--- src/rtl/core/cvfs_pkg.sv ---
package cvfs_pkg;

    // Defaults for the top-level parameters
    localparam int P_MAX_BEAMS    = 1024;
    localparam int P_CORDIC_STEPS = 16;

    // Configuration port
    localparam int CFG_IDX_W  = 3;
    localparam int CFG_DATA_W = 19;

    typedef enum logic [CFG_IDX_W-1:0] {
        REG_SPEED_GAIN     = 3'd0,
        REG_FIELD_GAIN     = 3'd1,
        REG_LEVER_MM       = 3'd2,
        REG_INVERT_FORWARD = 3'd3,
        REG_INITIAL_SPLIT  = 3'd4,
        REG_FIRST_ANGLE    = 3'd5,
        REG_ANGLE_STEP     = 3'd6
    } t_reg_idx;

    // Fixed-point constants, angles in 2^-16 rad
    localparam int PI_Q16          = 205887;
    localparam int HALF_PI_Q16     = 102944;
    localparam int TWO_PI_Q16      = 411775;
    localparam int TWO_OVER_PI_Q16 = 41722;
    localparam int CORDIC_GAIN_Q16 = 39797;
    localparam int MIN_RANGE_MM    = 100;
    localparam int RANGE_NONE      = 65535;
    localparam int LEVER_SCALE     = 500;
    localparam int TURN_SCALE      = 1000;

    // Iteration counts of the shared units
    localparam int RED_STEPS  = 13;
    localparam int MUL_STEPS  = 17;
    localparam int SQRT_STEPS = 17;
    localparam int QUO_W      = 34;
    localparam int DIV_STEPS  = QUO_W;

    typedef struct packed {
        logic        operation;
        logic [15:0] range_mm;
        logic        last_in_scan;
    } t_in_item;

    typedef struct packed {
        logic signed [23:0] forward_speed;
        logic signed [23:0] turn_rate;
        logic               command_fresh;
    } t_out_item;

    typedef enum logic [1:0] {
        ST_IDLE,
        ST_LOAD,
        ST_STEP,
        ST_OUT
    } t_state;

    typedef enum logic [4:0] {
        OP_ALPHA,
        OP_RED_A,
        OP_ROT_A,
        OP_RED_D,
        OP_ROT_D,
        OP_MUL_NUM,
        OP_MUL_DEN,
        OP_VEC,
        OP_MUL_TH,
        OP_MUL_GG,
        OP_SQRT,
        OP_MUL_GCD,
        OP_MUL_HSD,
        OP_MUL_GSD,
        OP_MUL_HCD,
        OP_MUL_VX,
        OP_MUL_VY,
        OP_MUL_K,
        OP_DIV,
        OP_TURN
    } t_op;

    typedef struct packed {
        logic beam;
        logic tick_take;
        logic load;
        logic step;
        t_op  op;
        logic out_load;
        logic out_fresh;
    } t_cmd;

    typedef struct packed {
        logic fresh;
        logic out_free;
    } t_status;

    // Arctangent of 2^-k in 2^-16 rad
    function automatic logic [15:0] atan_entry(input logic [4:0] k);
        logic [15:0] v;
        case (k)
            5'd0:    v = 16'd51472;
            5'd1:    v = 16'd30385;
            5'd2:    v = 16'd16055;
            5'd3:    v = 16'd8150;
            5'd4:    v = 16'd4091;
            5'd5:    v = 16'd2047;
            5'd6:    v = 16'd1024;
            5'd7:    v = 16'd512;
            5'd8:    v = 16'd256;
            5'd9:    v = 16'd128;
            5'd10:   v = 16'd64;
            5'd11:   v = 16'd32;
            5'd12:   v = 16'd16;
            5'd13:   v = 16'd8;
            5'd14:   v = 16'd4;
            5'd15:   v = 16'd2;
            5'd16:   v = 16'd1;
            default: v = 16'd0;
        endcase
        return v;
    endfunction

    // Clamp to the 24-bit signed output range
    function automatic logic signed [23:0] sat24(input logic signed [63:0] v);
        logic signed [23:0] r;
        if (v > 64'sd8388607) begin
            r = 24'sh7FFFFF;
        end else if (v < -64'sd8388608) begin
            r = 24'sh800000;
        end else begin
            r = v[23:0];
        end
        return r;
    endfunction

endpackage

--- src/rtl/core/corridor_vector_field_steering.sv ---
// Beam samples: one transaction per cycle while no tick is in work, no result, state updated in the accept cycle.
// Control tick with fresh scan data: the result is computed by the serial shift-add
// multiplier, the CORDIC, square-root and divider loops.
// Control tick without fresh data: stop command registered once the output register is free.
// No input is taken while a tick is in work; the output register frees the next tick.
// Synchronous active-low reset loads register defaults and clears scan state; no sweep.
module corridor_vector_field_steering
    import cvfs_pkg::*;
#(
    parameter int MAX_BEAMS    = P_MAX_BEAMS,
    parameter int CORDIC_STEPS = P_CORDIC_STEPS
) (
    input  logic                  i_clk,
    input  logic                  i_rst_n,
    input  logic                  i_in_valid,
    output logic                  o_in_ready,
    input  t_in_item              i_in_item,
    output logic                  o_out_valid,
    input  logic                  i_out_ready,
    output t_out_item             o_out_item,
    input  logic                  i_cfg_we,
    input  logic [CFG_IDX_W-1:0]  i_cfg_index,
    input  logic [CFG_DATA_W-1:0] i_cfg_data
);

    t_cmd    cmd;
    t_status status;

    // Sequencer
    cvfs_ctrl #(
        .CORDIC_STEPS(CORDIC_STEPS)
    ) u_ctrl (
        .i_clk      (i_clk),
        .i_rst_n    (i_rst_n),
        .i_in_valid (i_in_valid),
        .i_operation(i_in_item.operation),
        .o_in_ready (o_in_ready),
        .i_status   (status),
        .o_cmd      (cmd)
    );

    // Scan tracking and steering arithmetic
    cvfs_datapath #(
        .MAX_BEAMS   (MAX_BEAMS),
        .CORDIC_STEPS(CORDIC_STEPS)
    ) u_datapath (
        .i_clk      (i_clk),
        .i_rst_n    (i_rst_n),
        .i_cfg_we   (i_cfg_we),
        .i_cfg_index(i_cfg_index),
        .i_cfg_data (i_cfg_data),
        .i_in_item  (i_in_item),
        .i_cmd      (cmd),
        .o_status   (status),
        .o_out_valid(o_out_valid),
        .i_out_ready(i_out_ready),
        .o_out_item (o_out_item)
    );

endmodule

--- src/rtl/core/cvfs_ctrl.sv ---
module cvfs_ctrl
    import cvfs_pkg::*;
#(
    parameter int CORDIC_STEPS = P_CORDIC_STEPS
) (
    input  logic    i_clk,
    input  logic    i_rst_n,
    input  logic    i_in_valid,
    input  logic    i_operation,
    output logic    o_in_ready,
    input  t_status i_status,
    output t_cmd    o_cmd
);

    t_state     r_state, n_state;
    t_op        r_op, n_op;
    logic [5:0] r_cnt, n_cnt;
    logic       r_out_fresh, n_out_fresh;

    function automatic logic [5:0] op_steps(input t_op op);
        logic [5:0] s;
        case (op) inside
            OP_RED_A, OP_RED_D:         s = 6'(RED_STEPS);
            OP_ROT_A, OP_ROT_D, OP_VEC: s = 6'(CORDIC_STEPS);
            OP_SQRT:                    s = 6'(SQRT_STEPS);
            OP_DIV:                     s = 6'(DIV_STEPS);
            OP_MUL_NUM, OP_MUL_DEN, OP_MUL_TH, OP_MUL_GG, OP_MUL_GCD, OP_MUL_HSD,
            OP_MUL_GSD, OP_MUL_HCD, OP_MUL_VX, OP_MUL_VY, OP_MUL_K:
                                        s = 6'(MUL_STEPS);
            default:                    s = 6'd1;
        endcase
        return s;
    endfunction

    function automatic t_op next_op(input t_op op);
        t_op n;
        unique case (op)
            OP_ALPHA:   n = OP_RED_A;
            OP_RED_A:   n = OP_ROT_A;
            OP_ROT_A:   n = OP_RED_D;
            OP_RED_D:   n = OP_ROT_D;
            OP_ROT_D:   n = OP_MUL_NUM;
            OP_MUL_NUM: n = OP_MUL_DEN;
            OP_MUL_DEN: n = OP_VEC;
            OP_VEC:     n = OP_MUL_TH;
            OP_MUL_TH:  n = OP_MUL_GG;
            OP_MUL_GG:  n = OP_SQRT;
            OP_SQRT:    n = OP_MUL_GCD;
            OP_MUL_GCD: n = OP_MUL_HSD;
            OP_MUL_HSD: n = OP_MUL_GSD;
            OP_MUL_GSD: n = OP_MUL_HCD;
            OP_MUL_HCD: n = OP_MUL_VX;
            OP_MUL_VX:  n = OP_MUL_VY;
            OP_MUL_VY:  n = OP_MUL_K;
            OP_MUL_K:   n = OP_DIV;
            OP_DIV:     n = OP_TURN;
            default:    n = OP_TURN;
        endcase
        return n;
    endfunction

    // State register
    always_ff @(posedge i_clk) begin
        if (!i_rst_n) begin
            r_state     <= ST_IDLE;
            r_op        <= OP_ALPHA;
            r_cnt       <= '0;
            r_out_fresh <= 1'b0;
        end else begin
            r_state     <= n_state;
            r_op        <= n_op;
            r_cnt       <= n_cnt;
            r_out_fresh <= n_out_fresh;
        end
    end

    assign o_in_ready = (r_state == ST_IDLE);

    // Next state and commands
    always_comb begin
        n_state         = r_state;
        n_op            = r_op;
        n_cnt           = r_cnt;
        n_out_fresh     = r_out_fresh;
        o_cmd           = '0;
        o_cmd.op        = r_op;
        o_cmd.out_fresh = r_out_fresh;
        unique case (r_state)
            ST_IDLE: begin
                if (i_in_valid) begin
                    if (!i_operation) begin
                        o_cmd.beam = 1'b1;
                    end else if (i_status.fresh) begin
                        o_cmd.tick_take = 1'b1;
                        n_op            = OP_ALPHA;
                        n_out_fresh     = 1'b1;
                        n_state         = ST_LOAD;
                    end else begin
                        n_out_fresh = 1'b0;
                        n_state     = ST_OUT;
                    end
                end
            end
            ST_LOAD: begin
                o_cmd.load = 1'b1;
                n_cnt      = op_steps(r_op);
                n_state    = ST_STEP;
            end
            ST_STEP: begin
                o_cmd.step = 1'b1;
                n_cnt      = r_cnt - 6'd1;
                if (r_cnt == 6'd1) begin
                    if (r_op == OP_TURN) begin
                        n_state = ST_OUT;
                    end else begin
                        n_op    = next_op(r_op);
                        n_state = ST_LOAD;
                    end
                end
            end
            ST_OUT: begin
                if (i_status.out_free) begin
                    o_cmd.out_load = 1'b1;
                    n_state        = ST_IDLE;
                end
            end
            default: n_state = ST_IDLE;
        endcase
    end

    ap_step_count: assert property (@(posedge i_clk) disable iff (!i_rst_n)
        (r_state == ST_STEP) |-> (r_cnt != 6'd0))
        else $error("unit step issued with exhausted count");

    ap_fresh_tick: assert property (@(posedge i_clk) disable iff (!i_rst_n)
        (r_state == ST_IDLE && i_in_valid && i_operation && i_status.fresh)
        |=> (r_state == ST_LOAD && r_op == OP_ALPHA && r_out_fresh))
        else $error("fresh tick did not start the steering sequence");

    ap_stale_tick: assert property (@(posedge i_clk) disable iff (!i_rst_n)
        (r_state == ST_IDLE && i_in_valid && i_operation && !i_status.fresh)
        |=> (r_state == ST_OUT && !r_out_fresh))
        else $error("stale tick did not go straight to a stop command");

    ap_out_slot: assert property (@(posedge i_clk) disable iff (!i_rst_n)
        o_cmd.out_load |-> i_status.out_free)
        else $error("result loaded over a pending transaction");

endmodule

--- src/rtl/core/cvfs_datapath.sv ---
module cvfs_datapath
    import cvfs_pkg::*;
#(
    parameter int MAX_BEAMS    = P_MAX_BEAMS,
    parameter int CORDIC_STEPS = P_CORDIC_STEPS
) (
    input  logic                  i_clk,
    input  logic                  i_rst_n,
    input  logic                  i_cfg_we,
    input  logic [CFG_IDX_W-1:0]  i_cfg_index,
    input  logic [CFG_DATA_W-1:0] i_cfg_data,
    input  t_in_item              i_in_item,
    input  t_cmd                  i_cmd,
    output t_status               o_status,
    output logic                  o_out_valid,
    input  logic                  i_out_ready,
    output t_out_item             o_out_item
);

    localparam int IW = $clog2(MAX_BEAMS + 1);
    localparam logic [IW-1:0] NO_INDEX = IW'(MAX_BEAMS);
    localparam logic [32:0] RED_OFFS = 33'(TWO_PI_Q16) << (RED_STEPS - 1);

    // Configuration registers
    logic [15:0]        r_speed_gain, r_field_gain, r_lever_mm, r_angle_step;
    logic               r_invert;
    logic [9:0]         r_initial_split;
    logic signed [18:0] r_first_angle;

    // Scan state
    logic [IW-1:0]      r_beam_cnt, r_split, r_ridx, r_lidx;
    logic [15:0]        r_rmin, r_lmin, r_rdist, r_ldist;
    logic signed [31:0] r_rang, r_lang;
    logic               r_fresh;

    // Scan update
    logic [IW-1:0]      b_cnt, b_ridx, b_lidx, b_mid;
    logic [15:0]        b_rmin, b_lmin;
    logic [IW:0]        b_sum;
    logic [IW+15:0]     b_prod_r, b_prod_l;
    logic signed [31:0] b_ang_r, b_ang_l;

    // Sequence registers
    logic [5:0]         r_it;
    logic signed [33:0] r_alpha, r_phid;
    logic [32:0]        r_u;
    logic signed [41:0] r_cx, r_cy, r_ynum;
    logic signed [19:0] r_cz;
    logic               r_neg, r_vec, r_tzero, r_nneg;
    logic signed [18:0] r_ca, r_cd, r_sd;
    logic signed [63:0] r_acc, r_mcand;
    logic [16:0]        r_mplier, r_h;
    logic signed [17:0] r_g;
    logic [32:0]        r_sv, r_sbit;
    logic [33:0]        r_sres;
    logic signed [37:0] r_vx, r_vy;
    logic signed [23:0] r_fwd, r_turn;
    logic [QUO_W-1:0]   r_quo;
    logic [15:0]        r_rem;
    logic               r_ovalid;
    t_out_item          r_out;

    // Combinational helpers
    logic signed [33:0] a_diff, a_alpha;
    logic [3:0]         red_k;
    logic [32:0]        red_m;
    logic signed [20:0] f_r;
    logic               f_neg;
    logic [4:0]         c_k;
    logic signed [41:0] c_xs, c_ys, c_x, c_y, c_x0, c_y0;
    logic signed [19:0] c_tab, c_z;
    logic               c_pos;
    logic signed [16:0] d_diff;
    logic signed [63:0] g_t, fwd_t, turn_t, n_mag;
    logic signed [17:0] g_new;
    logic [16:0]        g_mag_new, g_mag;
    logic [33:0]        s_sum;
    logic [15:0]        lever_d;
    logic [63:0]        dv_num;
    logic [16:0]        dv_t;

    // Configuration writes
    always_ff @(posedge i_clk) begin
        if (!i_rst_n) begin
            r_speed_gain    <= 16'd256;
            r_field_gain    <= 16'd256;
            r_lever_mm      <= 16'd200;
            r_invert        <= 1'b0;
            r_initial_split <= 10'd120;
            r_first_angle   <= -19'sd205887;
            r_angle_step    <= 16'd402;
        end else if (i_cfg_we) begin
            unique case (t_reg_idx'(i_cfg_index))
                REG_SPEED_GAIN:     r_speed_gain    <= i_cfg_data[15:0];
                REG_FIELD_GAIN:     r_field_gain    <= i_cfg_data[15:0];
                REG_LEVER_MM:       r_lever_mm      <= i_cfg_data[15:0];
                REG_INVERT_FORWARD: r_invert        <= i_cfg_data[0];
                REG_INITIAL_SPLIT:  r_initial_split <= i_cfg_data[9:0];
                REG_FIRST_ANGLE:    r_first_angle   <= $signed(i_cfg_data[18:0]);
                REG_ANGLE_STEP:     r_angle_step    <= i_cfg_data[15:0];
                default: ;
            endcase
        end
    end

    // Track nearest return on each side of the split
    always_comb begin
        b_cnt  = r_beam_cnt;
        b_rmin = r_rmin;
        b_ridx = r_ridx;
        b_lmin = r_lmin;
        b_lidx = r_lidx;
        if (r_beam_cnt < NO_INDEX) begin
            if (r_beam_cnt < r_split) begin
                if (i_in_item.range_mm > 16'(MIN_RANGE_MM) && i_in_item.range_mm < r_rmin) begin
                    b_rmin = i_in_item.range_mm;
                    b_ridx = r_beam_cnt;
                end
            end else if (i_in_item.range_mm > 16'(MIN_RANGE_MM)
                         && i_in_item.range_mm < r_lmin) begin
                b_lmin = i_in_item.range_mm;
                b_lidx = r_beam_cnt;
            end
            b_cnt = r_beam_cnt + IW'(1);
        end
        b_sum    = {1'b0, b_ridx} + {1'b0, b_lidx};
        b_mid    = b_sum[IW:1];
        b_prod_r = b_ridx * r_angle_step;
        b_prod_l = b_lidx * r_angle_step;
        b_ang_r  = 32'(r_first_angle) + $signed(32'(b_prod_r));
        b_ang_l  = 32'(r_first_angle) + $signed(32'(b_prod_l));
    end

    always_ff @(posedge i_clk) begin
        if (!i_rst_n) begin
            r_beam_cnt <= '0;
            r_split    <= IW'(10'd120);
            r_rmin     <= 16'(RANGE_NONE);
            r_ridx     <= NO_INDEX;
            r_lmin     <= 16'(RANGE_NONE);
            r_lidx     <= NO_INDEX;
            r_rdist    <= 16'(RANGE_NONE);
            r_ldist    <= 16'(RANGE_NONE);
            r_rang     <= '0;
            r_lang     <= '0;
            r_fresh    <= 1'b0;
        end else begin
            if (i_cfg_we && t_reg_idx'(i_cfg_index) == REG_INITIAL_SPLIT) begin
                r_split <= IW'(i_cfg_data[9:0]);
            end
            if (i_cmd.tick_take) begin
                r_fresh <= 1'b0;
            end
            if (i_cmd.beam) begin
                if (i_in_item.last_in_scan) begin
                    // Close the scan: latch distances, re-center when both sides hit
                    r_rdist    <= b_rmin;
                    r_ldist    <= b_lmin;
                    if (b_ridx != NO_INDEX && b_lidx != NO_INDEX) begin
                        r_split <= b_mid;
                        r_rang  <= b_ang_r;
                        r_lang  <= b_ang_l;
                        r_fresh <= 1'b1;
                    end
                    r_beam_cnt <= '0;
                    r_rmin     <= 16'(RANGE_NONE);
                    r_ridx     <= NO_INDEX;
                    r_lmin     <= 16'(RANGE_NONE);
                    r_lidx     <= NO_INDEX;
                end else begin
                    r_beam_cnt <= b_cnt;
                    r_rmin     <= b_rmin;
                    r_ridx     <= b_ridx;
                    r_lmin     <= b_lmin;
                    r_lidx     <= b_lidx;
                end
            end
        end
    end

    // Shared-unit helpers
    always_comb begin
        a_diff  = 34'(r_lang) - 34'(r_rang) - 34'(PI_Q16);
        a_alpha = a_diff >>> 1;

        red_k = 4'(6'(RED_STEPS - 1) - r_it);
        red_m = 33'(TWO_PI_Q16) << red_k;

        // Fold the reduced angle into [-pi/2, pi/2]
        f_r   = $signed({2'b00, r_u[18:0]});
        f_neg = 1'b0;
        if (f_r > 21'(PI_Q16)) begin
            f_r = f_r - 21'(TWO_PI_Q16);
        end
        if (f_r > 21'(HALF_PI_Q16)) begin
            f_r   = f_r - 21'(PI_Q16);
            f_neg = 1'b1;
        end else if (f_r < -21'(HALF_PI_Q16)) begin
            f_r   = f_r + 21'(PI_Q16);
            f_neg = 1'b1;
        end

        // One CORDIC micro-rotation
        c_k   = r_it[4:0];
        c_xs  = r_cx >>> c_k;
        c_ys  = r_cy >>> c_k;
        c_tab = $signed({4'b0000, atan_entry(c_k)});
        c_pos = r_vec ? r_cy[41] : !r_cz[19];
        if (c_pos) begin
            c_x = r_cx - c_ys;
            c_y = r_cy + c_xs;
            c_z = r_cz - c_tab;
        end else begin
            c_x = r_cx + c_ys;
            c_y = r_cy - c_xs;
            c_z = r_cz + c_tab;
        end

        c_x0 = 42'(r_acc);
        c_y0 = r_ynum;
        if (c_x0 < 0) begin
            c_x0 = -c_x0;
            c_y0 = -c_y0;
        end

        d_diff = $signed({1'b0, r_ldist}) - $signed({1'b0, r_rdist});

        g_t = -((r_acc + 64'sd32768) >>> 16);
        if (g_t > 64'sd65536) begin
            g_new = 18'sd65536;
        end else if (g_t < -64'sd65536) begin
            g_new = -18'sd65536;
        end else begin
            g_new = g_t[17:0];
        end
        g_mag_new = g_new[17] ? 17'(-g_new) : 17'(g_new);
        g_mag     = r_g[17] ? 17'(-r_g) : 17'(r_g);

        s_sum = r_sres + {1'b0, r_sbit};

        fwd_t = (r_acc + (64'sd1 <<< 27)) >>> 28;
        if (r_invert) begin
            fwd_t = -fwd_t;
        end

        lever_d = (r_lever_mm == 16'd0) ? 16'd1 : r_lever_mm;
        n_mag   = r_acc[63] ? -r_acc : r_acc;
        dv_num  = (64'(n_mag) + (64'(lever_d) << 27)) >> 28;
        dv_t    = {r_rem, r_quo[QUO_W-1]};

        turn_t = r_nneg ? -$signed(64'(r_quo)) : $signed(64'(r_quo));
    end

    // Steering sequence: load one operation, then iterate its unit
    always_ff @(posedge i_clk) begin
        if (i_cmd.load) begin
            r_it <= '0;
            case (i_cmd.op) inside
                OP_ALPHA: begin
                    r_alpha <= a_alpha;
                    r_phid  <= 34'(r_rang) + a_alpha;
                end
                OP_RED_A: r_u <= 33'(35'(r_alpha) + 35'(RED_OFFS));
                OP_RED_D: begin
                    r_ca <= 19'(r_neg ? -r_cx : r_cx);
                    r_u  <= 33'(35'(r_phid) + 35'(RED_OFFS));
                end
                OP_ROT_A, OP_ROT_D: begin
                    r_cx  <= 42'(CORDIC_GAIN_Q16);
                    r_cy  <= '0;
                    r_cz  <= 20'(f_r);
                    r_neg <= f_neg;
                    r_vec <= 1'b0;
                end
                OP_MUL_NUM: begin
                    r_cd     <= 19'(r_neg ? -r_cx : r_cx);
                    r_sd     <= 19'(r_neg ? -r_cy : r_cy);
                    r_acc    <= '0;
                    r_mcand  <= 64'(d_diff);
                    r_mplier <= 17'(r_field_gain);
                end
                OP_MUL_DEN: begin
                    r_ynum   <= 42'(r_acc <<< 6);
                    r_acc    <= '0;
                    r_mcand  <= 64'(r_ca);
                    r_mplier <= 17'(LEVER_SCALE);
                end
                OP_VEC: begin
                    r_cx    <= c_x0;
                    r_cy    <= c_y0;
                    r_cz    <= '0;
                    r_tzero <= (c_x0 == 0) && (c_y0 == 0);
                    r_vec   <= 1'b1;
                end
                OP_MUL_TH: begin
                    r_acc    <= '0;
                    r_mcand  <= r_tzero ? 64'sd0 : 64'(r_cz);
                    r_mplier <= 17'(TWO_OVER_PI_Q16);
                end
                OP_MUL_GG: begin
                    r_g      <= g_new;
                    r_acc    <= '0;
                    r_mcand  <= $signed(64'(g_mag_new));
                    r_mplier <= g_mag_new;
                end
                OP_SQRT: begin
                    r_sv   <= (33'd1 << 32) - r_acc[32:0];
                    r_sres <= '0;
                    r_sbit <= 33'd1 << 32;
                end
                OP_MUL_GCD: begin
                    r_h      <= r_sres[16:0];
                    r_acc    <= '0;
                    r_mcand  <= r_g[17] ? -64'(r_cd) : 64'(r_cd);
                    r_mplier <= g_mag;
                end
                OP_MUL_HSD: begin
                    r_mcand  <= -64'(r_sd);
                    r_mplier <= r_h;
                end
                OP_MUL_GSD: begin
                    r_vx     <= r_acc[37:0];
                    r_acc    <= '0;
                    r_mcand  <= r_g[17] ? -64'(r_sd) : 64'(r_sd);
                    r_mplier <= g_mag;
                end
                OP_MUL_HCD: begin
                    r_mcand  <= 64'(r_cd);
                    r_mplier <= r_h;
                end
                OP_MUL_VX: begin
                    r_vy     <= r_acc[37:0];
                    r_acc    <= '0;
                    r_mcand  <= 64'(r_vx);
                    r_mplier <= 17'(r_speed_gain);
                end
                OP_MUL_VY: begin
                    r_fwd    <= sat24(fwd_t);
                    r_acc    <= '0;
                    r_mcand  <= 64'(r_vy);
                    r_mplier <= 17'(r_speed_gain);
                end
                OP_MUL_K: begin
                    r_acc    <= '0;
                    r_mcand  <= r_acc;
                    r_mplier <= 17'(TURN_SCALE);
                end
                OP_DIV: begin
                    r_nneg <= r_acc[63];
                    r_quo  <= dv_num[QUO_W-1:0];
                    r_rem  <= '0;
                end
                OP_TURN: r_turn <= sat24(turn_t);
                default: ;
            endcase
        end else if (i_cmd.step) begin
            r_it <= r_it + 6'd1;
            case (i_cmd.op) inside
                OP_RED_A, OP_RED_D: begin
                    if (r_u >= red_m) begin
                        r_u <= r_u - red_m;
                    end
                end
                OP_ROT_A, OP_ROT_D, OP_VEC: begin
                    r_cx <= c_x;
                    r_cy <= c_y;
                    r_cz <= c_z;
                end
                OP_SQRT: begin
                    if ({1'b0, r_sv} >= s_sum) begin
                        r_sv   <= 33'({1'b0, r_sv} - s_sum);
                        r_sres <= (r_sres >> 1) + {1'b0, r_sbit};
                    end else begin
                        r_sres <= r_sres >> 1;
                    end
                    r_sbit <= r_sbit >> 2;
                end
                OP_DIV: begin
                    if (dv_t >= {1'b0, lever_d}) begin
                        r_rem <= 16'(dv_t - {1'b0, lever_d});
                        r_quo <= {r_quo[QUO_W-2:0], 1'b1};
                    end else begin
                        r_rem <= dv_t[15:0];
                        r_quo <= {r_quo[QUO_W-2:0], 1'b0};
                    end
                end
                OP_MUL_NUM, OP_MUL_DEN, OP_MUL_TH, OP_MUL_GG, OP_MUL_GCD, OP_MUL_HSD,
                OP_MUL_GSD, OP_MUL_HCD, OP_MUL_VX, OP_MUL_VY, OP_MUL_K: begin
                    // Shift-add: one multiplier bit per cycle
                    if (r_mplier[0]) begin
                        r_acc <= r_acc + r_mcand;
                    end
                    r_mcand  <= r_mcand <<< 1;
                    r_mplier <= r_mplier >> 1;
                end
                default: ;
            endcase
        end
    end

    // Output register
    always_ff @(posedge i_clk) begin
        if (!i_rst_n) begin
            r_ovalid <= 1'b0;
        end else if (i_cmd.out_load) begin
            r_ovalid <= 1'b1;
        end else if (i_out_ready) begin
            r_ovalid <= 1'b0;
        end
    end

    always_ff @(posedge i_clk) begin
        if (i_cmd.out_load) begin
            if (i_cmd.out_fresh) begin
                r_out.forward_speed <= r_fwd;
                r_out.turn_rate     <= r_turn;
                r_out.command_fresh <= 1'b1;
            end else begin
                r_out <= '0;
            end
        end
    end

    assign o_status.fresh    = r_fresh;
    assign o_status.out_free = !r_ovalid || i_out_ready;
    assign o_out_valid       = r_ovalid;
    assign o_out_item        = r_out;

endmodule

--- config.mk ---
export PLATFORM = sky130hd
export DESIGN_NAME = corridor_vector_field_steering
export DESIGN_NICKNAME = d
export VERILOG_FILES = /design/src/rtl/core/cvfs_pkg.sv /design/src/rtl/core/corridor_vector_field_steering.sv /design/src/rtl/core/cvfs_ctrl.sv /design/src/rtl/core/cvfs_datapath.sv
export SDC_FILE = /design/constraint.sdc
export NUM_CORES = 2
export LEC_CHECK = 0
export BUFFER_PORTS_ARGS = -buffer_cell sky130_fd_sc_hd__buf_2
export CELL_PAD_IN_SITES_DETAIL_PLACEMENT = 1
export CELL_PAD_IN_SITES_GLOBAL_PLACEMENT = 1
export CORE_UTILIZATION = 30
export DETAILED_ROUTE_END_ITERATION = 7
export PLACE_DENSITY = 0.65
export SKIP_LAST_GASP = 1
export SYNTH_ARGS = -nofsm -noshare
export SYNTH_HDL_FRONTEND = slang
export SYNTH_SLANG_ARGS = --single-unit
--- constraint.sdc ---
create_clock -name i_clk -period 20.3 [get_ports i_clk]
set_input_delay 4.06 -clock i_clk [delete_from_list [all_inputs] [get_ports i_clk]]
set_output_delay 4.06 -clock i_clk [all_outputs]
set_load 0.005 [all_outputs]
==> summary.md <==
## Clock tree
* 143 — number of buffers inserted during clock tree synthesis
* 0 — Setup Buffers After CTS
* 1076 — clk sink count
* 0.05 ns — clock transition at the registers of the reported paths
* 4 — buffer depth of the longest clock path
* 4 — CTS HTree Levels
* sky130_fd_sc_hd__clkbuf_16 — CTS Root Cell
* 0 — number of hold buffers added after CTS
* built — clock tree from TritonCTS
* 0.85 ns — worst-skew pair later-pin latency
* 0 — Post-CTS Resized

## Hold path
* u_datapath.r_lang[8]$_SDFFE_PN0P_ — hold-critical path endpoint
* u_datapath.r_lang[8]$_SDFFE_PN0P_ — Hold Crit Start
* reg2reg — Hold WC Path Type
* 2 — cell count of the worst hold path

## Logic synthesis
* 30.1% — sequential fraction of the synthesis area
* sky130_fd_sc_hd__nand2_1, sky130_fd_sc_hd__nor2_1, sky130_fd_sc_hd__a21oi_1 — top cells by instance count after synthesis
* 4.80% — post-synthesis mux area share
* 12300 — net count after synthesis
* sky130_fd_sc_hd__edfxtp_1, sky130_fd_sc_hd__ha_1, sky130_fd_sc_hd__dfxtp_1 — largest cells by area after synthesis
* sky130_fd_sc_hd__nand2_1 — dominant cell by count in the synthesized netlist
* simple AND/OR/NAND/NOR gates — main combinational cell family by area after synthesis
* 97800 um^2 — total standard cell area after synthesis
* 11300 — instance count of the mapped netlist
* 8.68 um^2 — average footprint of a synthesized cell
* 0% — ys async rst share
* 112 — count of distinct cell types in the synthesized netlist
* 0 — Synth warnings
* sky130_fd_sc_hd__edfxtp_1 — Top FF cell, synth
* 784 — EDFF count, synth
* sky130_fd_sc_hd__edfxtp_1 — biggest area consumer among synthesized cells
* 24.1% — fraction of synthesized cell area taken by the top area cell type
* 1076 — number of synthesized register bits
* 18.6% — simple-gate area share of the yosys netlist
* 8.92% — Synth Area in XOR/XNOR
* 14.6% — adder-cell area share of the yosys netlist
* 17.8% — compound-gate portion of the synthesized area

## Placement
* 0.954 — Placer Congestion
* 95 — count of buffers from port buffering
* 285000 um — hpwl dp
* 5.75 ns — worst-case setup slack after placement

## Pwr
* 97.5 nW/um^2 — Pwr Density
* 0.00619 W — cell internal pwr
* 46.4% — proportion of power drawn by combinational gates
* 0.00431 W — switching power
* 0.0105 W — power consumption
* 41.7 nW — Pleak
* 25.0% — clock network power share
* 41.1% — net switching fraction of the power
* 88.6 uV — IR drop worst, VDD
* 28.6% — Reg power frac

## Worst setup path
* 9.09 ns — reg-to-reg setup timing slack
* 7 — number of buffer and inverter stages on the critical path
* flip-flop — category of the worst setup path capture point
* 36 — largest fanout of any net on the critical path
* sky130_fd_sc_hd__o41ai_1 — cell with the largest stage delay on the worst path
* 14.46 ns — Data arrival, critical path
* 0.98 ns — max incr delay on CP
* compound AO/OA/AOI/OAI gates — kind of cell adding the most delay to the critical path
* u_datapath.r_lang[27]$_SDFFE_PN0P_ — Worst R2R End
* 38 — cells on worst reg2reg path
* 20.99 ns — required arrival time at the worst endpoint
* u_datapath.r_beam_cnt[5]$_SDFFE_PN0P_ — startpoint of the lowest-slack register-to-register path
* in2reg — type of the worst setup path
* input port — startpoint class of the critical path

## Drt
* 23 — count of unresolved DRC violations after routing
* 8 — DRT Pass-1 Iters
* 24.2 um — average routed wire per standard cell
* 0 — Antenna Nets Post-Route
* 7541 — drt first-iter violations
* 86600 — detailed-route via count
* 5.58 — post-detailed-route via-to-cell ratio
* 376000 um — wire length reported by the detailed router

## Layout
* 33.2% — Final Core Density
* 8.03% — share of cells above drive strength 1
* 29400 um^2 — total area of sequential cells
* 10.1% — area growth from synthesis to final layout
* 38200 — filler cell count in the final layout
* 12100 — number of nets in the layout
* 63600 um^2 — multi-input logic area

## Floorplanning
* 573 um — floorplan die width
* 324000 um^2 — placeable core region
* 96 — number of top-level pins
* 30.2% — initial core utilization
* 328000 um^2 — die outline area
* 209 — row cnt
* 573 um — die span in y

## STA
* 12.2% — normalized max-slew margin
* 72.6 MHz — Achievable Freq
* no — setup repair after global routing missed its margin
* 0 — # setup viols final
* 0.452 ns — Worst Hold Slack
* 6.53 ns — final critical-path setup slack
* 0 ns — aggregate negative setup slack
* 13.77 ns — min cycle time layout
* 0 — final slew viol count
* 0 — final hold vios
* 1.30 ns — Slew @ Worst Pin
* 0.0526 ns — clock skew
* 67.8% — fin crit share

## Outcome
* design-rule violations — failing checks
* finished, violations left — run status

## Global routing
* 561000 um — first-pass GRT wire length
* 22.2% — All-Layer GR Usage
* 81 — largest net degree at the start of global routing
* 0 — overflow left after global routing
* 85900 — vias in the first global route
* 35 — antenna violations before repair

## Flow run
* 0 — max_cap viols

[worst reg2reg max path: cells and delay by family (launching register included)]
| family | cells | cell delay (ns) |
|---|---|---|
| adders and majority gates | 8 | 3.18 |
| and+or+nand+nor | 4 | 1.14 |
| DFF | 1 | 0.54 |
| AOI/OAI and AO/OA | 19 | 4.70 |
| buffers and inverters | 4 | 0.61 |
| muxes | 1 | 0.67 |
| xor gates and xnor gates | 2 | 0.25 |
[how the worst max path moves through the flow]
| stage | from | end | slack, ns | cells past startpoint |
|---|---|---|---|---|
| floorplan | i_in_item[2] | u_datapath.r_rang[27]$_SDFFE_PN0P_ | 7.49 | 39 |
| global placement | i_in_item[2] | u_datapath.r_lang[27]$_SDFFE_PN0P_ | 5.86 | 39 |
| detailed placement | i_in_item[2] | u_datapath.r_lang[27]$_SDFFE_PN0P_ | 5.75 | 39 |
| CTS | i_in_item[2] | u_datapath.r_lang[27]$_SDFFE_PN0P_ | 6.58 | 39 |
| global route | i_in_item[2] | u_datapath.r_lang[27]$_SDFFE_PN0P_ | 5.78 | 39 |
| finish | i_in_item[2] | u_datapath.r_lang[27]$_SDFFE_PN0P_ | 6.53 | 43 |
[power by group through the flow]
stage / registers [W] / logic, W / clock network, W
2_1_floorplan: 0.00294 / 0.00354 / 0
3_5_place_dp: 0.00305 / 0.00482 / 0
3_3_place_gp: 0.00304 / 0.00475 / 0
4_1_cts: 0.00300 / 0.00485 / 0.00268
5_1_grt: 0.00302 / 0.00536 / 0.00275
6_report: 0.00300 / 0.00487 / 0.00262
[metal layers]
metal  up-vias  GRT usage (%)  routed length [um]
li1      39900              -                   -
met1     43300           30.4              168000
met3       614           2.92               24100
met4        18           9.16               17000
met5         -              0                 119
met2      2741           35.0              167000
[cells in the final DEF (no fill, tap or decap), types with 108 or more instances in the layout]
| cell type | count |
|---|---|
| sky130_fd_sc_hd__a21o_1 | 159 |
| sky130_fd_sc_hd__a21oi_1 | 789 |
| sky130_fd_sc_hd__a31oi_1 | 108 |
| sky130_fd_sc_hd__and2_1 | 260 |
| sky130_fd_sc_hd__buf_4 | 179 |
| sky130_fd_sc_hd__clkbuf_16 | 147 |
| sky130_fd_sc_hd__dfxtp_1 | 286 |
| sky130_fd_sc_hd__edfxtp_1 | 784 |
| sky130_fd_sc_hd__fa_1 | 264 |
| sky130_fd_sc_hd__ha_1 | 719 |
| sky130_fd_sc_hd__inv_1 | 711 |
| sky130_fd_sc_hd__mux2i_1 | 136 |
| sky130_fd_sc_hd__nand2_1 | 1308 |
| sky130_fd_sc_hd__nand2b_1 | 134 |
| sky130_fd_sc_hd__nand3_1 | 225 |
| sky130_fd_sc_hd__nand4_1 | 112 |
| sky130_fd_sc_hd__nor2_1 | 855 |
| sky130_fd_sc_hd__nor3_1 | 216 |
| sky130_fd_sc_hd__o21ai_0 | 636 |
| sky130_fd_sc_hd__o22ai_1 | 149 |
| sky130_fd_sc_hd__or3_1 | 131 |
| sky130_fd_sc_hd__xnor2_1 | 587 |
| sky130_fd_sc_hd__xor2_1 | 406 |
[per-stage QoR]
stage               instances  instance area, um^2
global route            15500               108000
global placement        15300               103000
floorplan               11300                97800
finish                  15500               108000
CTS                     15500               108000
detailed placement      15300               103000
[layout make-up]
type,instances,area share (%)
multi-input cells,8870,59.1
flip-flops and latches,1076,27.3
well taps,4325,5.03
clock buffers,177,3.61
inverters,725,2.54
repair buffers,274,1.69
clock inverters,77,0.746
diodes,7,0.0163
[state kept, by name, summed over array words and instances (netlist names), 34 cells and up, named ones only]
signal and count:
u_datapath.r_acc 64, u_datapath.r_mcand 64, u_datapath.o_out_item 49, u_datapath.r_cx 42
u_datapath.r_cy 42, u_datapath.r_vx 38, u_datapath.r_vy 38, u_datapath.r_ynum 36
u_datapath.r_quo 34, u_datapath.r_sres 34
[cell families (layout without fill, tap and decap cells)]
family | count (synthesis) | after routing
other | 0 | 7
muxes | 332 | 332
DFF | 1076 | 1076
xor gates and xnor gates | 995 | 995
and+or+nand+nor | 3799 | 3799
buffers and inverters | 1323 | 1253
AOI/OAI and AO/OA | 2760 | 2760
adders and majority gates | 984 | 984
Power figures use the tool's default switching activity.
